===== src/rtl/mf3_pkg.sv =====
// Shared types and constants of the 3x3 median filter.
`default_nettype none

package mf3_pkg;

   localparam int PIX_W          = 8;
   localparam int CFG_W          = 10;
   localparam int CSR_IDX_W      = 2;
   localparam int MAX_WIDTH_DEF  = 512;
   localparam int MAX_HEIGHT_DEF = 512;
   localparam int SIZE_RESET     = 512;
   localparam int QUEUE_DEPTH    = 4;

   // CSR indexes
   localparam logic [CSR_IDX_W-1:0] CSR_IMAGE_WIDTH  = CSR_IDX_W'(0);
   localparam logic [CSR_IDX_W-1:0] CSR_IMAGE_HEIGHT = CSR_IDX_W'(1);

   typedef enum logic {
      OP_PIXEL = 1'b0,
      OP_DRAIN = 1'b1
   } req_op_type;

   typedef struct packed {
      req_op_type       op;
      logic [PIX_W-1:0] pixel_in;
   } req_beat_type;

   typedef struct packed {
      logic [PIX_W-1:0] pixel_out;
      logic             frame_last;
   } rsp_beat_type;

   // One push into the line stores / window, as queued from front to back.
   typedef struct packed {
      logic [PIX_W-1:0] value;
      logic [CFG_W-1:0] col;
      logic             emit;
      logic             border;
      logic             last;
   } push_op_type;

endpackage

`default_nettype wire


===== src/rtl/mf3_fifo.sv =====
// Small queue of push operations between front and back end.
`default_nettype none

module mf3_fifo (
   input  wire logic                 clock,
   input  wire logic                 reset,
   input  wire logic                 push,
   input  wire mf3_pkg::push_op_type push_data,
   output logic                      full,
   input  wire logic                 pop,
   output mf3_pkg::push_op_type      head,
   output logic                      not_empty
);

   localparam int DEPTH = mf3_pkg::QUEUE_DEPTH;
   localparam int PTR_W = $clog2(DEPTH);

   mf3_pkg::push_op_type entry_ff [DEPTH];
   logic [PTR_W-1:0] wr_ptr_ff, wr_ptr_in;
   logic [PTR_W-1:0] rd_ptr_ff, rd_ptr_in;
   logic [PTR_W:0]   count_ff,  count_in;
   logic             do_push, do_pop;

   assign full      = (count_ff == (PTR_W+1)'(DEPTH));
   assign not_empty = (count_ff != '0);
   assign head      = entry_ff[rd_ptr_ff];
   assign do_push   = push && !full;
   assign do_pop    = pop && not_empty;

   always_comb begin
      wr_ptr_in = do_push ? wr_ptr_ff + PTR_W'(1) : wr_ptr_ff;
      rd_ptr_in = do_pop  ? rd_ptr_ff + PTR_W'(1) : rd_ptr_ff;
      count_in  = count_ff;
      if (do_push && !do_pop)
         count_in = count_ff + (PTR_W+1)'(1);
      else if (!do_push && do_pop)
         count_in = count_ff - (PTR_W+1)'(1);
   end

   always_ff @(posedge clock) begin
      if (do_push)
         entry_ff[wr_ptr_ff] <= push_data;
   end

   always_ff @(posedge clock) begin
      if (reset) begin
         wr_ptr_ff <= '0;
         rd_ptr_ff <= '0;
         count_ff  <= '0;
      end else begin
         wr_ptr_ff <= wr_ptr_in;
         rd_ptr_ff <= rd_ptr_in;
         count_ff  <= count_in;
      end
   end

   // The front end must never push into a full queue.
   a_no_overflow: assert property (@(posedge clock) disable iff (reset)
      !(push && full))
      else $error("push into full queue");

endmodule

`default_nettype wire


===== config.mk =====
export PLATFORM = sky130hd
export DESIGN_NAME = mf3_fifo
export DESIGN_NICKNAME = d
export VERILOG_FILES = /design/src/rtl/mf3_pkg.sv /design/src/rtl/mf3_fifo.sv
export SDC_FILE = /design/constraint.sdc
export NUM_CORES = 1
export LEC_CHECK = 0
export BUFFER_PORTS_ARGS = -buffer_cell sky130_fd_sc_hd__buf_2
export CAP_MARGIN = 20
export CORE_ASPECT_RATIO = 2
export CORE_UTILIZATION = 35
export DETAILED_ROUTE_END_ITERATION = 10
export GPL_TIMING_DRIVEN = 0
export SKIP_CTS_REPAIR_TIMING = 1
export SLEW_MARGIN = 20
export SYNTH_ARGS = -nofsm -noshare
export SYNTH_HDL_FRONTEND = slang
export SYNTH_SLANG_ARGS = --single-unit

===== constraint.sdc =====
create_clock -name clock -period 1.85 [get_ports clock]
set_input_delay 0.37 -clock clock [delete_from_list [all_inputs] [get_ports clock]]
set_output_delay 0.37 -clock clock [all_outputs]
set_load 0.05 [all_outputs]

-- Yosys cells after proc, flatten, opt, wreduce, memory -nomap -nowiden
Memory sizes are Yosys's and may differ from the RTL's. A register that Yosys moved wholly into a read port is not among the register bits.
Index checks and enable logic that the tools add are counted.
- memory bits (read-only): 0
- memory bits (writable): 84
- input port bits: 25
- output and inout bits: 23
- flip-flop bits (word level): 7
- latch bits: 0
- memories kept: 1
- word-level logic and storage cells: 24
- $add $sub $neg: 4
- multiply operators: 0
- multiplexer cells: 6
- $lt $le $gt $ge: 0
- equal/unequal tests: 1
- shifts and indexed selects: 0
- reduce and logical (&&, ||, !) cells: 9
- bitwise gates (word level): 0
- divide/modulo/power cells: 0
- memories (memory ; words ; width ; read ports ; clocked after Yosys merged registers in ; write ports ; line ; source):
    entry_ff ; 4 ; 21 ; 1 ; 1 ; 1 ; mf3_fifo.sv:18 ; mf3_pkg::push_op_type entry_ff [DEPTH];
- operators by type and width (kind ; count):
    3-bit 2-to-1 mux ; 2
    2-bit by 1-bit adder with 2-bit output (second input constant) ; 2
    1-bit logical AND ; 4
    2-bit 2-to-1 mux ; 2
    3-bit by 1-bit adder with 3-bit output (second input constant) ; 1
    3-bit == test (second input constant) ; 1
    1-bit logical NOT ; 3
    3-bit nonzero test ; 1
    3-bit by 1-bit subtractor with 3-bit output (second input constant) ; 1
    1-bit 2-to-1 mux ; 2
    2-bit nonzero test ; 1

-- Logic depth before layout (Yosys ltp)
Gate-level depths: netlist of run 1.
- word-level depth: 7
- mapped depth: 8
- gate-level depth less buffers: 8

-- Least setup slack after synthesis of run 1
No wires, ideal clock.
- path kind: flip-flop to flip-flop
- from: reg count_ff[2]
- to: reg count_ff[2]
- arrival time: 2.244 ns
- cell stages (with the launch flop): 9
- clock period less this slack: 2.314 ns
- setup slack: -0.464 ns
- cell sequence: dfxtp_1 -> nor3b_2 -> nor2_2 -> ha_1 -> inv_1 -> fa_1 -> xor2_1 -> or3_1 -> a21oi_1
- cells in the longest elaborated chain, start to end: 6
- elaborated cells between the ends (all ways): 14
- ends and longest elaborated chain (element ; line ; source):
    from (decl) ; mf3_fifo.sv:21 ; logic [PTR_W:0] count_ff, count_in;
    from (signal assigned) ; mf3_fifo.sv:53 ; count_ff <= count_in;
    3-bit == test * ; mf3_fifo.sv:24 ; assign full = (count_ff == (PTR_W+1)'(DEPTH));
    net full ; mf3_fifo.sv:9 ; output logic full,
    1-bit logical NOT * ; mf3_fifo.sv:27 ; assign do_push = push && !full;
    1-bit logical AND * ; mf3_fifo.sv:27 ;
    net do_push ; mf3_fifo.sv:22 ; logic do_push, do_pop;
    1-bit logical NOT ; mf3_fifo.sv:36 ; else if (!do_push && do_pop)
    1-bit logical AND ; mf3_fifo.sv:36 ;
    2-bit nonzero test (no line) ; - ;
Mark *: on every way through the listed nets, which the timed path passes. The rest lies on a longest branch. The select of a mux whose other input is x is not followed.
A chain may end at the register's enable or synchronous reset.

==> results.py, run 1 <==
metrics = {
    "grt": {
        "grt_max_degree": 22,
        "grt_overflow": 0,
        "antenna_found_initial": 0,
        "grt_use_total_pct": 12.2,
        "grt_pass1_vias": 1730,
        "grt_pass1_wl_mm": 8.91,
    },
    "timing": {
        "max_freq_mhz": 497,
        "period_needed_ps": 2010,
        "setup_viol": 22,
        "fin_hold_ws_ps": 250,
        "worstMarginPinSlew_ps": 618,
        "rsz0062_at_grt": "true",
        "period_share_pct": 109,
        "final-hold-violation-count": 0,
        "fin_worst_skew_ps": 2.20,
        "worst_slack_ps": -162,
        "relSlewSlack_pct": 58.8,
        "drv_slew": 0,
    },
    "placement": {
        "dp_hpwl_mm": 3.71,
        "place_ws_ps": -292,
        "io_buffers": 46,
        "place.gp.congestion": 0.672,
        "place_inst": 335,
    },
    "clocking": {
        "cts_made_buffers": 9,
        "cts_buffer_depth": 2,
        "h-tree-depth": 3,
        "cts_root_buffer": "clkbuf_16",
        "cts_tree": "built",
        "cts_sinks": 93,
        "cts.reportedPaths.clkPinSlew_ps": 60,
        "clk-insertion-delay-late_ps": 330,
    },
    "power": {
        "powerDensity_mw_per_mm2": 1570,
        "power_mw": 7.00,
        "peakVddDrop_mv": 0.856,
        "p_leak_nw": 1.54,
    },
    "flow_run": {
        "maxCapViolCount": 0,
    },
    "min_path": {
        "worstHoldStart": "push_data[16]",
        "hold_path.class": "in2reg",
        "hold_path_end": "entry_ff[1][16]",
        "hold-path-cell-count": 1,
    },
    "detailed_routing": {
        "final_antenna_net_count": 0,
        "wl_per_cell_um": 16.6,
        "num_vias": 1659,
        "first_pass_iters": 4,
        "vias_per_cell": 4.63,
        "finalWirelength_mm": 5.95,
        "drc_errors": 0,
        "drtIter0Drc": 100,
    },
    "synthesis": {
        "synth_fa_ha_area_share_pct": 2.36,
        "synth_area_per_cell_um2": 22.3,
        "yosysWarnings": 0,
        "ys_ff_latch": 93,
        "syn_area_mm2": 0.00350,
        "synth.distinct_cells": 21,
        "netlist.area_leader.share_pct": 72.1,
        "synthCells": 157,
        "synth_compound_area_share_pct": 1.18,
        "synth_area_leaders": "edfxtp_1, mux4_2, dfxtp_1, ha_1, xor2_1",
        "synthXorXnorAreaFrac_pct": 1.00,
        "synth_top_family_by_area": "multiplexers",
        "synth_mux_area_share_pct": 14.1,
        "synth_top_area_cell": "edfxtp_1",
        "synthesis.nets": 188,
        "ys_seq_area_share_pct": 77.2,
        "yosys.area_share.simple_pct": 2.68,
    },
    "floorplan": {
        "initial_core_util_pct": 36.1,
        "die_h_um": 143,
        "core_mm2": 0.00970,
        "die_x_um": 72.7,
        "design.die.area_mm2": 0.0104,
        "placementRows": 51,
        "io-pin-count": 48,
    },
    "final_layout": {
        "drive_gt1_share_pct": 46.5,
        "final_common_cell": "edfxtp_1",
        "multi_input_area_um2": 779,
        "stdcell_count": 358,
        "nets": 253,
        "regArea_mm2": 0.00272,
        "area_growth_pct": 27.7,
        "mostFrequentLayoutCells": "edfxtp_1, buf_2, mux4_2, buf_6, clkbuf_16",
        "filler_cell_count": 875,
        "diodes": 0,
    },
    "critical_path": {
        "path_max_fanout": 5,
        "crit_type": "reg2out",
        "r2r_end": "count_ff[2]",
        "cp.arrival_ps": 1640,
        "critical_path.endpoint_type": "output pin",
        "r2r_cells": 7,
        "start_kind": "flop",
        "r2r_start": "count_ff[2]",
        "r2r_slack_ps": -70,
        "cp.required_ps": 1480,
    },
    "outcome": {
        "status": "finished with violations",
        "violations": "negative setup slack",
    },
}
## metrics by stage
step	TNS [ps]	instance area (um^2)	utilization, %
floorplan	-382	3510	-
global placement	-21730	3910	40.3
detailed placement	-6330	3910	40.4
CTS	-11990	4190	43.2
global route	-3780	4470	46.1
finish	-2730	4470	46.1
## layout make-up
cell class	instances	area share, %
tap	132	3.69
buffer	5	1.20
clock inverter	2	0.784
sequential	93	60.8
multi-input combinational	55	17.4
clock buffer	13	5.37
timing repair buffer	54	10.4
inverter	4	0.336
## cell usage after synthesis
cell type,instances
a21oi_1,2
o311ai_1,1
nand2b_1,2
edfxtp_1,84
mux4_2,21
or3_1,3
buf_2,2
nor2_1,5
clkbuf_1,1
and2_1,4
buf_6,2
fa_1,1
inv_1,4
nor2_2,1
o21ai_0,2
nor3b_2,1
o31ai_2,1
xor2_1,4
dfxtp_1,9
mux2i_1,2
ha_1,5
## sequential cells by signal (all words and copies together) (netlist names), named ones only
| name | flops |
|---|---|
| wr_ptr_ff | 2 |
| entry_ff | 84 |
| rd_ptr_ff | 2 |
| count_ff | 3 |
## worst max path at each step
stage / start / endpoint / slack [ps] / cells after the start
floorplan: count_ff[0] / count_ff[2] / -210 / 8
global placement: count_ff[2] / entry_ff[0][2] / -270 / 3
detailed placement: count_ff[2] / entry_ff[2][13] / -290 / 3
CTS: flop / head[3] / -330 / 3
global route: flop / head[1] / -210 / 3
finish: flop / head[4] / -160 / 3
## worst max-delay path: stages, from the launching register on
cell and delay (ps):
dfxtp_4 430, clkbuf_16 180, mux4_2 520, buf_6 170
## power by group
group | leakage, nW | total (mW) | switching [mW] | internal [mW]
clock network | 0.134 | 1.71 | 0.670 | 1.04
registers | 0.846 | 2.70 | 0.141 | 2.56
logic | 0.560 | 2.60 | 1.46 | 1.13
## per-layer routing
metal,GRT usage (%),up-vias,share of wire [%]
li1,-,763,-
met4,7.43,0,2.7
met3,2.95,10,4.4
met1,13.2,840,37
met2,21.2,46,56
met5,0,-,0
## cells by family after synthesis
group	Yosys count
simple gates	16
flops	93
fa+ha+maj	6
buf+inv	9
xor+xnor	4
mux	23
compound gates	6
Power figures use the tool's default switching activity.
==> inputs of run 2 (changes only) <==
--- a/config.mk
+++ b/config.mk
@@ -8,6 +8,7 @@
 export BUFFER_PORTS_ARGS = -buffer_cell sky130_fd_sc_hd__buf_2
 export CAP_MARGIN = 20
 export CORE_ASPECT_RATIO = 2
+export CORE_MARGIN = 5
 export CORE_UTILIZATION = 35
 export DETAILED_ROUTE_END_ITERATION = 10
 export GPL_TIMING_DRIVEN = 0
==> run 2 against run 1 <==
Effect of this change:
- largest cell class unchanged
- fmax up 1.2%
- clock power increased by 17%
- largest power group unchanged
- hold slack lost 11 ps
- critical path depth did not move
- the run still ends with negative setup slack left
- via count down 1.4%
==> results.py, run 2 (synthesized netlist as in run 1, its figures left out) <==
metrics = {
    "outcome": {
        "status": "finished with violations",
        "violations": "negative setup slack",
    },
    "floorplan": {
        "die_x_um": 80.7,
        "design.die.area_mm2": 0.0122,
        "io-pin-count": 48,
        "initial_core_util_pct": 35.8,
        "placementRows": 51,
        "die_h_um": 151,
        "core_mm2": 0.00976,
    },
    "detailed_routing": {
        "drc_errors": 0,
        "final_antenna_net_count": 0,
        "wl_per_cell_um": 18.0,
        "num_vias": 1635,
        "finalWirelength_mm": 6.39,
        "vias_per_cell": 4.61,
        "drtIter0Drc": 70,
        "first_pass_iters": 4,
    },
    "power": {
        "combPwrFrac_pct": 34.5,
        "peakVddDrop_mv": 1.13,
        "p_switching_mw": 2.31,
        "p_seq_share_pct": 37.5,
        "powerDensity_mw_per_mm2": 1600,
        "power_mw": 7.15,
        "p_leak_nw": 1.54,
        "internal_power_mw": 4.84,
        "netSwitchingFraction_pct": 32.3,
        "clockPowerShare_pct": 27.9,
    },
    "placement": {
        "place_ws_ps": -281,
        "io_buffers": 46,
        "dp_hpwl_mm": 4.28,
        "place_inst": 336,
        "place.gp.congestion": 0.669,
    },
    "clocking": {
        "h-tree-depth": 3,
        "cts_made_buffers": 9,
        "cts_buffer_depth": 2,
        "cts_sinks": 93,
        "cts_tree": "built",
        "cts_root_buffer": "clkbuf_16",
        "cts.reportedPaths.clkPinSlew_ps": 60,
        "clk-insertion-delay-late_ps": 340,
    },
    "final_layout": {
        "finalCoreUtilization_pct": 45.7,
        "area_growth_pct": 27.6,
        "regArea_mm2": 0.00272,
        "final_common_cell": "edfxtp_1",
        "diodes": 0,
        "largest_reg_flops": 84,
        "nets": 249,
        "mostFrequentLayoutCells": "edfxtp_1, buf_2, mux4_2",
        "stdcell_count": 355,
        "drive_gt1_share_pct": 46.6,
        "largest_register": "entry_ff",
        "multi_input_area_um2": 776,
        "top_regs": "entry_ff x84, count_ff x3",
        "filler_cell_count": 842,
    },
    "critical_path": {
        "cp.required_ps": 1480,
        "path_buf_inv": 2,
        "r2r_end": "count_ff[2]",
        "critical_path.endpoint_type": "output pin",
        "path_delay_family": "multiplexers",
        "cpPeakStageDelay_ps": 550,
        "r2r_cells": 7,
        "start_kind": "flop",
        "crit_chain": "buf_12 -> mux4_2 -> buf_6",
        "r2r_start": "count_ff[2]",
        "cp.arrival_ps": 1620,
        "path_max_fanout": 10,
        "r2r_slack_ps": -40,
        "crit_type": "reg2out",
        "crit_slowest_cell": "mux4_2",
    },
    "grt": {
        "grt_pass1_vias": 1863,
        "grt_overflow": 0,
        "grt_pass1_wl_mm": 9.80,
        "antenna_found_initial": 0,
        "grt_max_degree": 22,
        "grt_use_total_pct": 11.5,
    },
    "timing": {
        "relSlewSlack_pct": 59.9,
        "max_freq_mhz": 503,
        "rsz0062_at_grt": "true",
        "drv_slew": 0,
        "period_share_pct": 107,
        "period_needed_ps": 1990,
        "worst_slack_ps": -139,
        "setup_viol": 21,
        "fin_worst_skew_ps": 2.70,
        "final-hold-violation-count": 0,
        "worstMarginPinSlew_ps": 602,
        "fin_hold_ws_ps": 240,
    },
    "min_path": {
        "worstHoldStart": "push_data[12]",
        "hold-path-cell-count": 1,
        "hold_path.class": "in2reg",
        "hold_path_end": "entry_ff[0][12]",
    },
    "flow_run": {
        "maxCapViolCount": 0,
    },
}
==> run 2: cell types whose count changed in the layout (fill, tap and decap cells not counted), sizes merged <==
cell    previous run  this run
buf               56        54
bufinv             1         0
clkbuf            16        17
clkinv             1         0
==> run 2: through the flow <==
stage          TNS [ps]  instance area (um^2)
3_3_place_gp     -26460                  3910
6_report          -2120                  4470
3_5_place_dp       -901                  3930
2_1_floorplan      -382                  3510
5_1_grt           -3450                  4470
4_1_cts           -6930                  4270
==> run 2: worst max path at each step <==
stage	depth (start not counted)	to
after detailed placement	8	count_ff[2]
after floorplan	8	count_ff[2]
after CTS	3	head[16]
after global placement	3	entry_ff[2][9]
after global routing	3	head[16]
final	3	head[16]
==> run 2: power by group through the flow <==
| stage | logic [mW] | clock network (mW) | registers, mW |
|---|---|---|---|
| CTS | 2.14 | 2.04 | 2.67 |
| global placement | 2.10 | 0 | 2.70 |
| detailed placement | 2.13 | 0 | 2.71 |
| finish | 2.47 | 2.00 | 2.68 |
| floorplan | 1.67 | 0 | 2.68 |
| global route | 2.62 | 2.13 | 2.71 |
==> run 2: layout make-up <==
| cell class | count | share of cell area (%) |
|---|---|---|
| Buffer | 5 | 1.20 |
| Sequential cell | 93 | 60.8 |
| Multi-Input combinational cell | 55 | 17.4 |
| Timing Repair Buffer | 50 | 8.85 |
| Tap cell | 132 | 3.70 |
| Inverter | 4 | 0.336 |
| Clock buffer | 16 | 7.73 |
==> run 2: worst reg2reg max path: stages (launching register included) <==
cell and delay [ps]:
dfxtp_4 360, o31ai_4 270, ha_2 230, inv_2 40, fa_2 320, xor2_1 180
or3_1 300, a21oi_1 120
==> run 2: routing by layer <==
metal	track usage [%]	part of all wire [%]	vias up	routed length, um
met1	11.8	36	828	2290
met3	2.80	4.5	8	287
li1	-	-	762	-
met4	6.85	2.4	0	151
met5	0	0	-	0
met2	20.6	57	37	3660
==> inputs of run 3 (changes only) <==
--- a/config.mk
+++ b/config.mk
@@ -9,9 +9,10 @@
 export CAP_MARGIN = 20
 export CORE_ASPECT_RATIO = 2
 export CORE_MARGIN = 5
-export CORE_UTILIZATION = 35
+export CORE_UTILIZATION = 45
 export DETAILED_ROUTE_END_ITERATION = 10
 export GPL_TIMING_DRIVEN = 0
+export PLACE_DENSITY = 0.67
 export SKIP_CTS_REPAIR_TIMING = 1
 export SLEW_MARGIN = 20
 export SYNTH_ARGS = -nofsm -noshare
==> run 3 against run 2 <==
Effect of this change:
- the flow still finishes with violations (negative setup slack)
- critical path depth unchanged
- wire length decreased by 14%
- sequential power barely moved
- non-clock buffer count rose by 1
- cell count shrank 10%
- total power down 6.0%
- worst setup slack improved by 24 ps
- clock skew grew 4.5 ps
- via count fell by 2.0%
- fmax rose by 1.2%
- highest routed layer unchanged
==> results.py, run 3 (synthesized netlist as in run 1, its figures left out) <==
metrics = {
    "outcome": {
        "status": "finished with violations",
        "violations": "negative setup slack",
    },
    "detailed_routing": {
        "vias_per_cell": 5.04,
        "num_vias": 1603,
        "drc_errors": 0,
        "drtIter0Drc": 84,
        "finalWirelength_mm": 5.47,
        "final_antenna_net_count": 0,
        "wl_per_cell_um": 17.2,
        "first_pass_iters": 4,
    },
    "clocking": {
        "cts_root_buffer": "clkbuf_16",
        "cts_tree": "built",
        "cts_buffer_depth": 2,
        "clk-insertion-delay-late_ps": 330,
        "cts_sinks": 93,
        "h-tree-depth": 3,
        "cts.reportedPaths.clkPinSlew_ps": 60,
        "cts_made_buffers": 9,
    },
    "final_layout": {
        "final_common_cell": "edfxtp_1",
        "largest_register": "entry_ff",
        "filler_cell_count": 597,
        "finalCoreUtilization_pct": 57.5,
        "top_regs": "entry_ff x84, count_ff x3",
        "stdcell_count": 318,
        "drive_gt1_share_pct": 46.0,
        "nets": 250,
        "largest_reg_flops": 84,
        "mostFrequentLayoutCells": "edfxtp_1, buf_2, mux4_2",
        "area_growth_pct": 24.8,
        "diodes": 0,
    },
    "timing": {
        "max_freq_mhz": 509,
        "relSlewSlack_pct": 61.5,
        "final-hold-violation-count": 0,
        "setup_viol": 21,
        "period_needed_ps": 1960,
        "worst_slack_ps": -114,
        "fin_hold_ws_ps": 248,
        "rsz0062_at_grt": "true",
        "worstMarginPinSlew_ps": 577,
        "period_share_pct": 106,
        "fin_worst_skew_ps": 7.21,
        "drv_slew": 0,
    },
    "critical_path": {
        "r2r_end": "count_ff[2]",
        "r2r_start": "count_ff[2]",
        "path_buf_inv": 2,
        "start_kind": "flop",
        "cpPeakStageDelay_ps": 540,
        "path_delay_family": "multiplexers",
        "crit_slowest_cell": "mux4_2",
        "path_max_fanout": 10,
        "r2r_slack_ps": -90,
        "cp.arrival_ps": 1590,
        "critical_path.endpoint_type": "output pin",
        "crit_type": "reg2out",
        "r2r_cells": 7,
        "cp.required_ps": 1480,
        "crit_chain": "buf_12 -> mux4_2 -> buf_6",
    },
    "power": {
        "powerDensity_mw_per_mm2": 1540,
        "peakVddDrop_mv": 0.896,
        "p_leak_nw": 1.51,
    },
    "grt": {
        "grt_pass1_vias": 1771,
        "grt_pass1_wl_mm": 8.73,
        "antenna_found_initial": 0,
        "grt_use_total_pct": 12.5,
        "grt_overflow": 0,
        "grt_max_degree": 22,
    },
    "floorplan": {
        "io-pin-count": 48,
        "die_x_um": 72.4,
        "placementRows": 45,
        "die_h_um": 135,
        "initial_core_util_pct": 46.0,
        "design.die.area_mm2": 0.00975,
        "core_mm2": 0.00760,
    },
    "flow_run": {
        "maxCapViolCount": 0,
    },
    "min_path": {
        "hold-path-cell-count": 1,
        "worstHoldStart": "push_data[13]",
        "hold_path.class": "in2reg",
        "hold_path_end": "entry_ff[3][13]",
    },
    "placement": {
        "place_inst": 298,
        "io_buffers": 46,
        "place.gp.congestion": 0.734,
        "dp_hpwl_mm": 3.69,
    },
}
## run 3: power breakdown
part	switching [mW]	internal (mW)
sequential	0.126	2.55
combinational	1.42	1.01
clock	0.700	0.904
## run 3: stage by stage
step	total power [mW]	worst slack (ps)	instance area (um^2)	TNS [ps]
2_1_floorplan	4.35	-208	3510	-382
3_3_place_gp	4.77	-274	3860	-21970
3_5_place_dp	4.80	-250	3890	-15910
4_1_cts	6.40	-288	4160	-21240
5_1_grt	7.04	-186	4370	-3020
6_report	6.72	-114	4370	-1700
## run 3: layout make-up
| cell class | instances | area [um^2] | share of cell area, % |
|---|---|---|---|
| well taps | 94 | 118 | 2.69 |
| inverters | 4 | 15.0 | 0.344 |
| repair buffers | 51 | 423 | 9.68 |
| clock inverters | 6 | 40.0 | 0.917 |
| multi-input cells | 55 | 774 | 17.7 |
| flip-flops and latches | 93 | 2720 | 62.2 |
| clock buffers | 10 | 229 | 5.24 |
| plain buffers | 5 | 53.8 | 1.23 |
## run 3: worst register-to-register path, stage by stage, from the launching register on
cell and delay (ps):
dfxtp_4 360, o31ai_4 280, ha_2 240, inv_2 40, fa_2 320, xor2_1 150, or3_1 350, a21oi_1 120
## run 3: worst max-delay path by stage
stage	slack, ps	from	end	cells past startpoint
floorplan	-210	count_ff[0]	count_ff[2]	8
global placement	-270	count_ff[2]	entry_ff[3][12]	3
detailed placement	-250	count_ff[2]	entry_ff[0][8]	3
CTS	-290	flop	head[9]	3
global route	-190	count_ff[2]	count_ff[2]	7
finish	-110	flop	head[14]	3
## run 3: metal layers
metal  wire, um  vias to the layer above  GRT usage (%)
met5          0                        -              0
met4        128                        0           6.90
met3        318                        9           4.10
met2       3040                       36           21.6
met1       1980                      800           13.1
li1           -                      758              -
